`src/rtl/pbrs_pkg.sv`:
```
package pbrs_pkg;

  // field widths of the transaction payloads
  localparam int MASK_W    = 4;
  localparam int RUNTIME_W = 32;
  localparam int BUDGET_W  = 16;
  localparam int LEVEL_W   = 2;

  // reload register file
  localparam int NUM_REGS  = 4;
  localparam int REG_IDX_W = 2;

  localparam logic [REG_IDX_W-1:0] REG_RELOAD_LOW      = 2'd0;
  localparam logic [REG_IDX_W-1:0] REG_RELOAD_NORMAL   = 2'd1;
  localparam logic [REG_IDX_W-1:0] REG_RELOAD_HIGH     = 2'd2;
  localparam logic [REG_IDX_W-1:0] REG_RELOAD_CRITICAL = 2'd3;

  typedef logic [NUM_REGS-1:0][BUDGET_W-1:0] reload_set_t;

  // reset values, indexed by register
  localparam reload_set_t RELOAD_RESET = {16'd600, 16'd200, 16'd150, 16'd50};

  // command codes
  localparam logic CMD_PICK   = 1'b0;
  localparam logic CMD_CHARGE = 1'b1;

  // smallest amount a charge takes off a budget
  localparam logic [RUNTIME_W-1:0] MIN_CHARGE = 32'd1;

  // one result transaction
  typedef struct packed {
    logic                granted;
    logic [LEVEL_W-1:0]  grant_level;
    logic [BUDGET_W-1:0] budget_left;
    logic                pass_ended;
    logic                reloaded;
  } result_t;

  // levels above the register file reload from the critical register
  function automatic logic [BUDGET_W-1:0] reload_value(reload_set_t regs, int lvl);
    logic [BUDGET_W-1:0] val;
    val = regs[REG_RELOAD_CRITICAL];
    if (lvl < NUM_REGS) begin
      val = regs[lvl[REG_IDX_W-1:0]];
    end
    return val;
  endfunction

endpackage

```
`src/rtl/pbrs_step.sv`:
```
module pbrs_step #(
  parameter int LEVELS = 4,
  parameter int CW     = $clog2(LEVELS)
) (
  input  logic                                          cmd,
  input  logic [pbrs_pkg::MASK_W-1:0]                   nonempty_mask,
  input  logic [pbrs_pkg::RUNTIME_W-1:0]                runtime_us,
  input  logic [LEVELS-1:0][pbrs_pkg::BUDGET_W-1:0]     level_budget,
  input  logic [CW-1:0]                                 pass_cursor,
  input  pbrs_pkg::reload_set_t                         reload_set,
  output logic [LEVELS-1:0][pbrs_pkg::BUDGET_W-1:0]     budget_next,
  output logic [CW-1:0]                                 cursor_next,
  output pbrs_pkg::result_t                             res
);

  localparam int MW = (LEVELS > pbrs_pkg::MASK_W) ? LEVELS : pbrs_pkg::MASK_W;

  logic [MW-1:0]                     mask_wide;
  logic [LEVELS-1:0]                 mask_ext;
  logic [pbrs_pkg::RUNTIME_W-1:0]    charge;
  logic [pbrs_pkg::BUDGET_W-1:0]     cur_budget;
  logic [pbrs_pkg::BUDGET_W-1:0]     charged;
  logic                              found;
  logic                              any_budget;
  logic [CW-1:0]                     pick;

  // mask bits above the input field read as empty
  assign mask_wide = MW'(nonempty_mask);
  assign mask_ext  = mask_wide[LEVELS-1:0];

  // saturating charge against the level under the cursor
  assign charge     = (runtime_us == '0) ? pbrs_pkg::MIN_CHARGE : runtime_us;
  assign cur_budget = level_budget[pass_cursor];
  assign charged    = (charge >= pbrs_pkg::RUNTIME_W'(cur_budget)) ? '0
                    : cur_budget - charge[pbrs_pkg::BUDGET_W-1:0];

  // priority search from the cursor downward, highest eligible wins
  always_comb begin
    found      = 1'b0;
    any_budget = 1'b0;
    pick       = '0;
    for (int p = 0; p < LEVELS; p++) begin
      if (mask_ext[p] && (level_budget[p] != '0)) begin
        any_budget = 1'b1;
        if (p <= int'(pass_cursor)) begin
          found = 1'b1;
          pick  = CW'(p);
        end
      end
    end
  end

  // next state and result
  always_comb begin
    budget_next = level_budget;
    cursor_next = pass_cursor;
    res         = '0;
    if (cmd == pbrs_pkg::CMD_CHARGE) begin
      budget_next[pass_cursor] = charged;
      res.grant_level          = pbrs_pkg::LEVEL_W'(pass_cursor);
      res.budget_left          = charged;
    end else if (found) begin
      cursor_next     = pick;
      res.granted     = 1'b1;
      res.grant_level = pbrs_pkg::LEVEL_W'(pick);
      res.budget_left = level_budget[pick];
    end else begin
      cursor_next    = CW'(LEVELS - 1);
      res.pass_ended = 1'b1;
      res.reloaded   = !any_budget;
      if (!any_budget) begin
        for (int i = 0; i < LEVELS; i++) begin
          budget_next[i] = pbrs_pkg::reload_value(reload_set, i);
        end
      end
    end
  end

endmodule

```
`src/rtl/priority_budget_round_scheduler_unit.sv`:
```
// an accepted item is held in the input register, its result in the result register
// throughput: one transaction per cycle, limited only by the output stall
// the budget and cursor update sits between the input and result registers
// reset: budgets take the reload reset values, cursor returns to critical,
// both pipeline stages empty
module priority_budget_round_scheduler_unit #(
  parameter int LEVELS = 4
) (
  input  logic                              clk,
  input  logic                              rst,
  input  logic                              in_valid,
  output logic                              in_stall,
  input  logic                              cmd,
  input  logic [pbrs_pkg::MASK_W-1:0]       nonempty_mask,
  input  logic [pbrs_pkg::RUNTIME_W-1:0]    runtime_us,
  output logic                              out_valid,
  input  logic                              out_stall,
  output logic                              granted,
  output logic [pbrs_pkg::LEVEL_W-1:0]      grant_level,
  output logic [pbrs_pkg::BUDGET_W-1:0]     budget_left,
  output logic                              pass_ended,
  output logic                              reloaded,
  input  logic                              cfg_write,
  input  logic [pbrs_pkg::REG_IDX_W-1:0]    cfg_index,
  input  logic [pbrs_pkg::BUDGET_W-1:0]     cfg_data
);

  localparam int CW = $clog2(LEVELS);

  pbrs_pkg::reload_set_t                        reload_set;
  logic [LEVELS-1:0][pbrs_pkg::BUDGET_W-1:0]    level_budget;
  logic [LEVELS-1:0][pbrs_pkg::BUDGET_W-1:0]    budget_next;
  logic [CW-1:0]                                pass_cursor;
  logic [CW-1:0]                                cursor_next;

  logic                                         s1_valid;
  logic                                         s1_cmd;
  logic [pbrs_pkg::MASK_W-1:0]                  s1_mask;
  logic [pbrs_pkg::RUNTIME_W-1:0]               s1_runtime;
  pbrs_pkg::result_t                            step_res;
  pbrs_pkg::result_t                            out_res;
  logic                                         accept;
  logic                                         advance;

  // pipeline handshake
  assign advance  = s1_valid && (!out_valid || !out_stall);
  assign in_stall = s1_valid && !advance;
  assign accept   = in_valid && !in_stall;

  // reload registers
  always_ff @(posedge clk) begin
    if (rst) begin
      reload_set <= pbrs_pkg::RELOAD_RESET;
    end else if (cfg_write) begin
      reload_set[cfg_index] <= cfg_data;
    end
  end

  // input register
  always_ff @(posedge clk) begin
    if (rst) begin
      s1_valid <= 1'b0;
    end else if (accept) begin
      s1_valid <= 1'b1;
    end else if (advance) begin
      s1_valid <= 1'b0;
    end
  end

  always_ff @(posedge clk) begin
    if (accept) begin
      s1_cmd     <= cmd;
      s1_mask    <= nonempty_mask;
      s1_runtime <= runtime_us;
    end
  end

  // scheduling step
  pbrs_step #(
    .LEVELS (LEVELS),
    .CW     (CW)
  ) u_step (
    .cmd           (s1_cmd),
    .nonempty_mask (s1_mask),
    .runtime_us    (s1_runtime),
    .level_budget  (level_budget),
    .pass_cursor   (pass_cursor),
    .reload_set    (reload_set),
    .budget_next   (budget_next),
    .cursor_next   (cursor_next),
    .res           (step_res)
  );

  // budgets and cursor update as the item moves to the result register
  always_ff @(posedge clk) begin
    if (rst) begin
      for (int i = 0; i < LEVELS; i++) begin
        level_budget[i] <= pbrs_pkg::reload_value(pbrs_pkg::RELOAD_RESET, i);
      end
      pass_cursor <= CW'(LEVELS - 1);
    end else if (advance) begin
      level_budget <= budget_next;
      pass_cursor  <= cursor_next;
    end
  end

  // result register
  always_ff @(posedge clk) begin
    if (rst) begin
      out_valid <= 1'b0;
    end else if (advance) begin
      out_valid <= 1'b1;
    end else if (!out_stall) begin
      out_valid <= 1'b0;
    end
  end

  always_ff @(posedge clk) begin
    if (advance) begin
      out_res <= step_res;
    end
  end

  assign granted     = out_res.granted;
  assign grant_level = out_res.grant_level;
  assign budget_left = out_res.budget_left;
  assign pass_ended  = out_res.pass_ended;
  assign reloaded    = out_res.reloaded;

  // a result is a grant, a pass end or a charge, never two of them
  a_grant_or_end: assert property (@(posedge clk) disable iff (rst)
    out_valid |-> !(granted && pass_ended))
    else $error("grant and pass end in one result");

  // a reload only happens at a pass end
  a_reload_at_end: assert property (@(posedge clk) disable iff (rst)
    (out_valid && reloaded) |-> pass_ended)
    else $error("reload without pass end");

  // a grant is only given to a level with budget
  a_grant_budget: assert property (@(posedge clk) disable iff (rst)
    (out_valid && granted) |-> (budget_left != '0))
    else $error("grant to a level with no budget");

  // a pass end puts the cursor back on critical
  a_cursor_home: assert property (@(posedge clk) disable iff (rst)
    (advance && step_res.pass_ended) |=> (pass_cursor == CW'(LEVELS - 1)))
    else $error("cursor not back on critical after pass end");

endmodule
```
`config.mk`:
```
export PLATFORM = sky130hd
export DESIGN_NAME = priority_budget_round_scheduler_unit
export DESIGN_NICKNAME = d
export VERILOG_FILES = /design/src/rtl/pbrs_pkg.sv /design/src/rtl/pbrs_step.sv /design/src/rtl/priority_budget_round_scheduler_unit.sv
export SDC_FILE = /design/constraint.sdc
export NUM_CORES = 1
export LEC_CHECK = 0
export BUFFER_PORTS_ARGS = -buffer_cell sky130_fd_sc_hd__buf_2
export CAP_MARGIN = 5
export CORE_UTILIZATION = 57
export CTS_BUF_LIST = sky130_fd_sc_hd__clkbuf_4 sky130_fd_sc_hd__clkbuf_8
export DETAILED_ROUTE_END_ITERATION = 10
export PLACE_DENSITY = 0.8
export SLEW_MARGIN = 20
export SYNTH_ARGS = -nofsm -noshare
export SYNTH_HDL_FRONTEND = slang
export SYNTH_HIERARCHICAL = 1
export SYNTH_SLANG_ARGS = --single-unit
```
`constraint.sdc`:
```
create_clock -name clk -period 4.1 [get_ports clk]
set_clock_uncertainty 0.2 [all_clocks]
set_input_delay 0.205 -clock clk [delete_from_list [all_inputs] [get_ports clk]]
set_output_delay 0.205 -clock clk [all_outputs]
set_load 0.02 [all_outputs]
```
# Yosys cells after proc, flatten, opt, wreduce, memory -nomap -nowiden
# Cells that the tools add are included.
[word_totals] ff_bits=190 input_bits=60 out_inout_bits=23 wordCells=96
[classes] add_sub_neg=1 n_lt_le_gt_ge=9 eq_ne=3 muxes=39 bitwise_logic=1 n_reduce_logical=24
[ops] operator="64-bit 2-to-1 mux" n=3
[ops] operator="64-bit bitwise mux" n=2
[ops] operator="16-bit 2-to-1 mux" n=5
[ops] operator="16-bit binary-select mux with 2-bit select" n=2
[ops] operator="16-bit demux with 2-bit select" n=2
[ops] operator="16-bit nonzero test" n=4
[ops] operator="32-bit by 16-bit >= comparator with 1-bit output" n=1
[ops] operator="32-bit logical NOT" n=1
[ops] operator="32-bit 2-to-1 mux" n=1
[ops] operator="19-bit 2-to-1 mux" n=1
[ops] operator="18-bit 2-to-1 mux" n=1
[ops] operator="16-bit subtractor" n=1
[ops] operator="1-bit 2-to-1 mux" n=15
[ops] operator="2-bit 2-to-1 mux" n=7
[ops] operator="1-bit logical AND" n=9
[ops] operator="2-bit by 3-bit < comparator with 1-bit output, second input constant" n=3
[ops] operator="1-bit logical NOT" n=5
[ops] operator="2-bit by 1-bit >= comparator with 1-bit output, second input constant" n=2
[ops] operator="2-bit less-or-equal comparator, first input constant" n=2
[ops] operator="2-bit != test, second input constant" n=2
[ops] operator="3-bit AND reduction" n=1
[ops] operator="1-bit by 2-bit less-or-equal comparator with 1-bit output, first input constant" n=1
[ops] operator="2-bit by 1-bit != test with 1-bit output, second input constant" n=1
[ops] operator="2-bit AND reduction" n=1
[ops] operator="other kinds (4)" n=4

# Depth between registers and ports, before layout
[logic_depth] ltp_word=11 mapped_depth=18 mapped_depth_nobuf=17

# Modules after synthesis
# The synthesis kept the hierarchy.
[modules_own_cells] mod="priority_budget_round_scheduler_unit" instances=1 cells_each=593 area_each_um2=7209.4 seq_area_each_um2=4384.2
[modules_own_cells] mod="pbrs_step" instances=1 cells_each=528 area_each_um2=3677.3 seq_area_each_um2=0.0

# Least setup slack after synthesis
# Ideal clock, no wire load.
[synth_path] path_type="reg2reg" from="register pass_cursor[0]" to="register level_budget[14] in the netlist's numbering" setup_time_ps=141 arrival_time_ps=4217 required_time_ps=3759 slack_ps=-458 stages_incl_launch_ff=18 path_buffers=2 synth_period_minus_slack_ps=4558 path_cell_list="dfxtp_1 > buf_1 > buf_2 > mux4_2 > inv_1 > ha_1 > inv_1 > fa_1 > a21o_1 > a21o_1 > a2111oi_2 > o21ai_2 > o31ai_4 > mux2i_1 > o41ai_4 > a21oi_1 > nand2b_1 > mux2i_1"
[synth_rtl] item="start: declaration" line="priority_budget_round_scheduler_unit.sv:33" text="logic [CW-1:0] pass_cursor;"
[synth_rtl] item="start signal: assignment" line="priority_budget_round_scheduler_unit.sv:100" text="pass_cursor <= CW'(LEVELS - 1);"
[synth_rtl] item="start signal: assignment" line="priority_budget_round_scheduler_unit.sv:103" text="pass_cursor <= cursor_next;"
[synth_rtl] item="end signal: indexed assignment" line="priority_budget_round_scheduler_unit.sv:98" text="level_budget[i] <= pbrs_pkg::reload_value(pbrs_pkg::RELOAD_RESET, i);"
[synth_rtl] item="end signal: assignment" line="priority_budget_round_scheduler_unit.sv:102" text="level_budget <= budget_next;"
[synth_rtl] item="end: declaration" line="priority_budget_round_scheduler_unit.sv:31" text="logic [LEVELS-1:0][pbrs_pkg::BUDGET_W-1:0] level_budget;"

==> qor.csv <==
stage,metric,value,unit
drt,Post-Route WL,29000,µm
drt,DRT antenna net count,0,
worst_setup_path,Worst Setup End Kind,flop,
grt,Tot GR Track Use,29.8,%
power,Max VDD drop,0.222,mV
power,Clk network pwr share,32.1,%
floorplanning,Core Box Area,0.0187,mm²
drt,DR iter-0 viols,1121,
clocking,clk buf depth,2,
power,Int Pwr,2850,µW
finish,share of cells above drive strength 1,16.8,%
floorplanning,Initial Util,58.2,%
drt,vias,9091,
power,Sw Pwr,1170,µW
finish,number of filler cells placed in the layout,1405,
sta,FMAX,243,MHz
drt,# DRC,0,
worst_setup_path,Crit Path Category,flop to flop,
sta,crit path time final,4120,ps
synth,synth unique cells,65,
floorplanning,I/O pin count,83,
finish,"most common cell after layout, fill and taps aside",nand2b_1,
worst_setup_path,Worst Setup Start Kind,flop,
drt,via density per instance,6.10,
worst_setup_path,worst reg2reg path endpoint,level_budget[30]$_SDFFE_PP0P_,
floorplanning,die area,0.0197,mm²
power,power density cells,317,mW/mm²
outcome,status,"complete, but fails checks",
drt,drt wl/cell,19.5,µm
outcome,failing checks,negative setup slack,
min_path,Tightest Hold Check Type,primary input to flop,
clocking,CTS root buf,clkbuf_8,
clocking,Worst-path clk slew,110,ps
sta,RSZ-0062 raised after global routing,yes,
floorplanning,row cnt,50,
worst_setup_path,R2R depth,17,
worst_setup_path,Setup crit end,level_budget[30]$_SDFFE_PP0P_,
floorplanning,Die W,140,µm
finish,most frequent cells in the layout,"172 x nand2b_1, 166 x mux2i_1, 131 x dfxtp_1",
worst_setup_path,Required @ worst endpoint,4240,ps
worst_setup_path,critical path arrival,4270,ps
power,Leak Pwr,0.00512,µW
synth,number of synthesized flops with an enable pin,58,
synth,syn avg cell area,9.71,µm²
sta,setup ws final,-22.4,ps
synth,Mapped Area,0.0109,mm²
synth,Post-Syn Nets,1213,
worst_setup_path,reg2reg setup slack,-20,ps
finish,"non-filler cells, final",1491,
sta,Pins Over Slew Limit,0,
worst_setup_path,CP Max Fanout,4,
synth,Synth Flop Type,dfxtp_1,
synth,Synth Instances,1121,
sta,Final Setup Violations,1,
sta,Fin. Hold Viols,0,
placed_design,Setup WS pre-CTS,-154,ps
placed_design,placed cells,1391,
synth,synthesis-stage register bit count,190,
clocking,CTS Buf Count,17,
placed_design,RePlAce Congestion,0.982,
finish,"Area growth, synth to finish",16.6,%
finish,Layout Utilization,67.9,%
run,Max-Cap Viols,0,
floorplanning,Die Y,140,µm
sta,final cycle utilization of the critical path,101,%
synth,Ys Warns,6,
worst_setup_path,CP Launch Point,s1_runtime[27]$_DFFE_PP_,
finish,Final nets,1336,
clocking,H-tree levels,4,
clocking,Sink Count,190,
sta,Slew @ Worst Pin,1020,ps
grt,largest net degree at the start of global routing,137,
clocking,clock latency at the later pin of the worst-skew pair,490,ps
grt,aggregate global routing overflow,0,
grt,antenna violations before repair,0,
power,Seq pwr share,51.3,%
clocking,CTS tree,yes,
synth,sequential share of the synthesized area,40.3,%
finish,n_diodes,0,
placed_design,Final HPWL DP,19300,µm
drt,1st-pass router iterations,8,
grt,vias in the first global route,8354,
synth,Post-synth ARST share,0,%
worst_setup_path,RR Startpoint,s1_runtime[27]$_DFFE_PP_,
sta,max_slew headroom,31.9,%
power,sw frac,29.2,%
power,Comb pwr share,16.6,%
placed_design,# port buffers,82,
grt,first-pass GRT wire length,45400,µm
-- synthesized netlist by cell type, types with 4 or more instances --
master,count,share of area [%]
a211oi_1,5,0.34
a21o_1,6,0.41
a21oi_1,79,3.6
a221oi_1,5,0.40
a22oi_1,4,0.28
and2_1,4,0.23
and3_1,5,0.29
buf_1,4,0.14
buf_2,18,0.83
buf_4,5,0.34
clkbuf_1,55,1.9
dfxtp_1,132,24
edfxtp_1,58,16
ha_1,31,3.6
inv_1,39,1.3
mux2i_1,167,15
mux4_2,16,3.3
nand2_1,39,1.3
nand2b_1,172,9.9
nand3_1,10,0.46
nand3b_1,6,0.41
nand4_1,8,0.46
nor2_1,77,2.7
nor3_1,4,0.18
nor4_1,25,1.4
o211a_1,9,0.83
o21ai_0,5,0.23
o21ai_1,10,0.46
o221ai_1,6,0.48
o22a_1,4,0.32
o22ai_1,58,3.3
xnor2_1,8,0.64
-- power groups by stage --
stage,clock network (µW),logic [µW],registers (µW)
after floorplan,0,426,2090
after global placement,0,572,2100
after detailed placement,0,582,2100
after CTS,1300,642,2060
after global routing,1380,719,2070
final,1290,666,2060
-- per-layer routing --
metal,up-vias,GRT usage (%),routed length [µm]
met1,4324,43.4,13100
met3,52,6.29,2690
met5,-,0,0
met2,461,44.1,12600
li1,4254,-,-
met4,0,9.14,656
-- per-stage QoR --
step	total power (µW)	hold WS (ps)	area [µm²]	TNS [ps]
after floorplan	2520	104	10900	0
after global placement	2670	182	11500	-18.4
after detailed placement	2680	183	11500	-542
after CTS	4000	27.7	12600	0
after global routing	4170	54.6	12700	-911
final	4020	51.3	12700	-22.4
-- flip-flops by register name, indices dropped and copies added (netlist names) --
name	flops
budget_left	16
grant_level	2
granted	1
level_budget	64
out_valid	1
pass_cursor	2
pass_ended	1
reload_set	64
reloaded	1
s1_cmd	1
s1_mask	4
s1_runtime	32
s1_valid	1
-- logic make-up (layout without fill, tap and decap cells) --
group	count (synthesis)	after routing	share of synthesized area (%)
AND/OR/NAND/NOR	365	365	18.4
AO/OA/AOI/OAI	209	209	12.5
flip-flops	190	190	40.3
multiplexers	184	184	18.8
buffers and inverters	130	266	5.47
adder cells (fa/ha/maj)	32	32	3.75
XOR/XNOR	11	11	0.885
-- layout make-up --
type / instances / area, µm² / area share [%]
Timing Repair Buffer: 193 / 1440 / 11.4
Multi-Input combinational cell: 801 / 6000 / 47.3
Clock buffer: 18 / 241 / 1.90
Tap cell: 234 / 293 / 2.31
Sequential cell: 190 / 4390 / 34.5
Inverter: 41 / 155 / 1.22
Clock inverter: 14 / 173 / 1.36
-- critical path, stage by stage, from the launching register on --
cell,delay (ps)
edfxtp_1,410
nor4_2,370
nand4_1,220
nor2_1,170
or2_4,160
ha_4,130
inv_2,40
fa_2,330
a21o_1,180
a21o_1,200
a2111oi_4,330
o21ai_2,120
o31ai_4,220
mux2i_2,130
o41ai_4,470
a21oi_1,120
nand2b_1,100
mux2i_1,80
-- worst min-delay path by stage --
| stage | start | end | slack, ps | cells after the start |
|---|---|---|---|---|
| floorplan | cmd | s1_cmd$_DFFE_PP_ | 100 | 0 |
| global placement | nonempty_mask[0] | s1_mask[0]$_DFFE_PP_ | 180 | 1 |
| detailed placement | cmd | s1_cmd$_DFFE_PP_ | 180 | 1 |
| CTS | cfg_write | reload_set[32]$_SDFFE_PP0P_ | 30 | 3 |
| global route | cfg_write | reload_set[47]$_SDFFE_PP0P_ | 50 | 3 |
| finish | cfg_write | reload_set[47]$_SDFFE_PP0P_ | 50 | 3 |
-- timing repair --
action,CTS,global route
gates resized for setup,8,10
gates cloned,0,0
hold endpoints to repair,103,0
hold buffers,58,0
setup endpoints to repair,9,25
pin swaps,8,9
buffers inserted,5,5
Note: power is estimated with default switching activity, not from simulation.
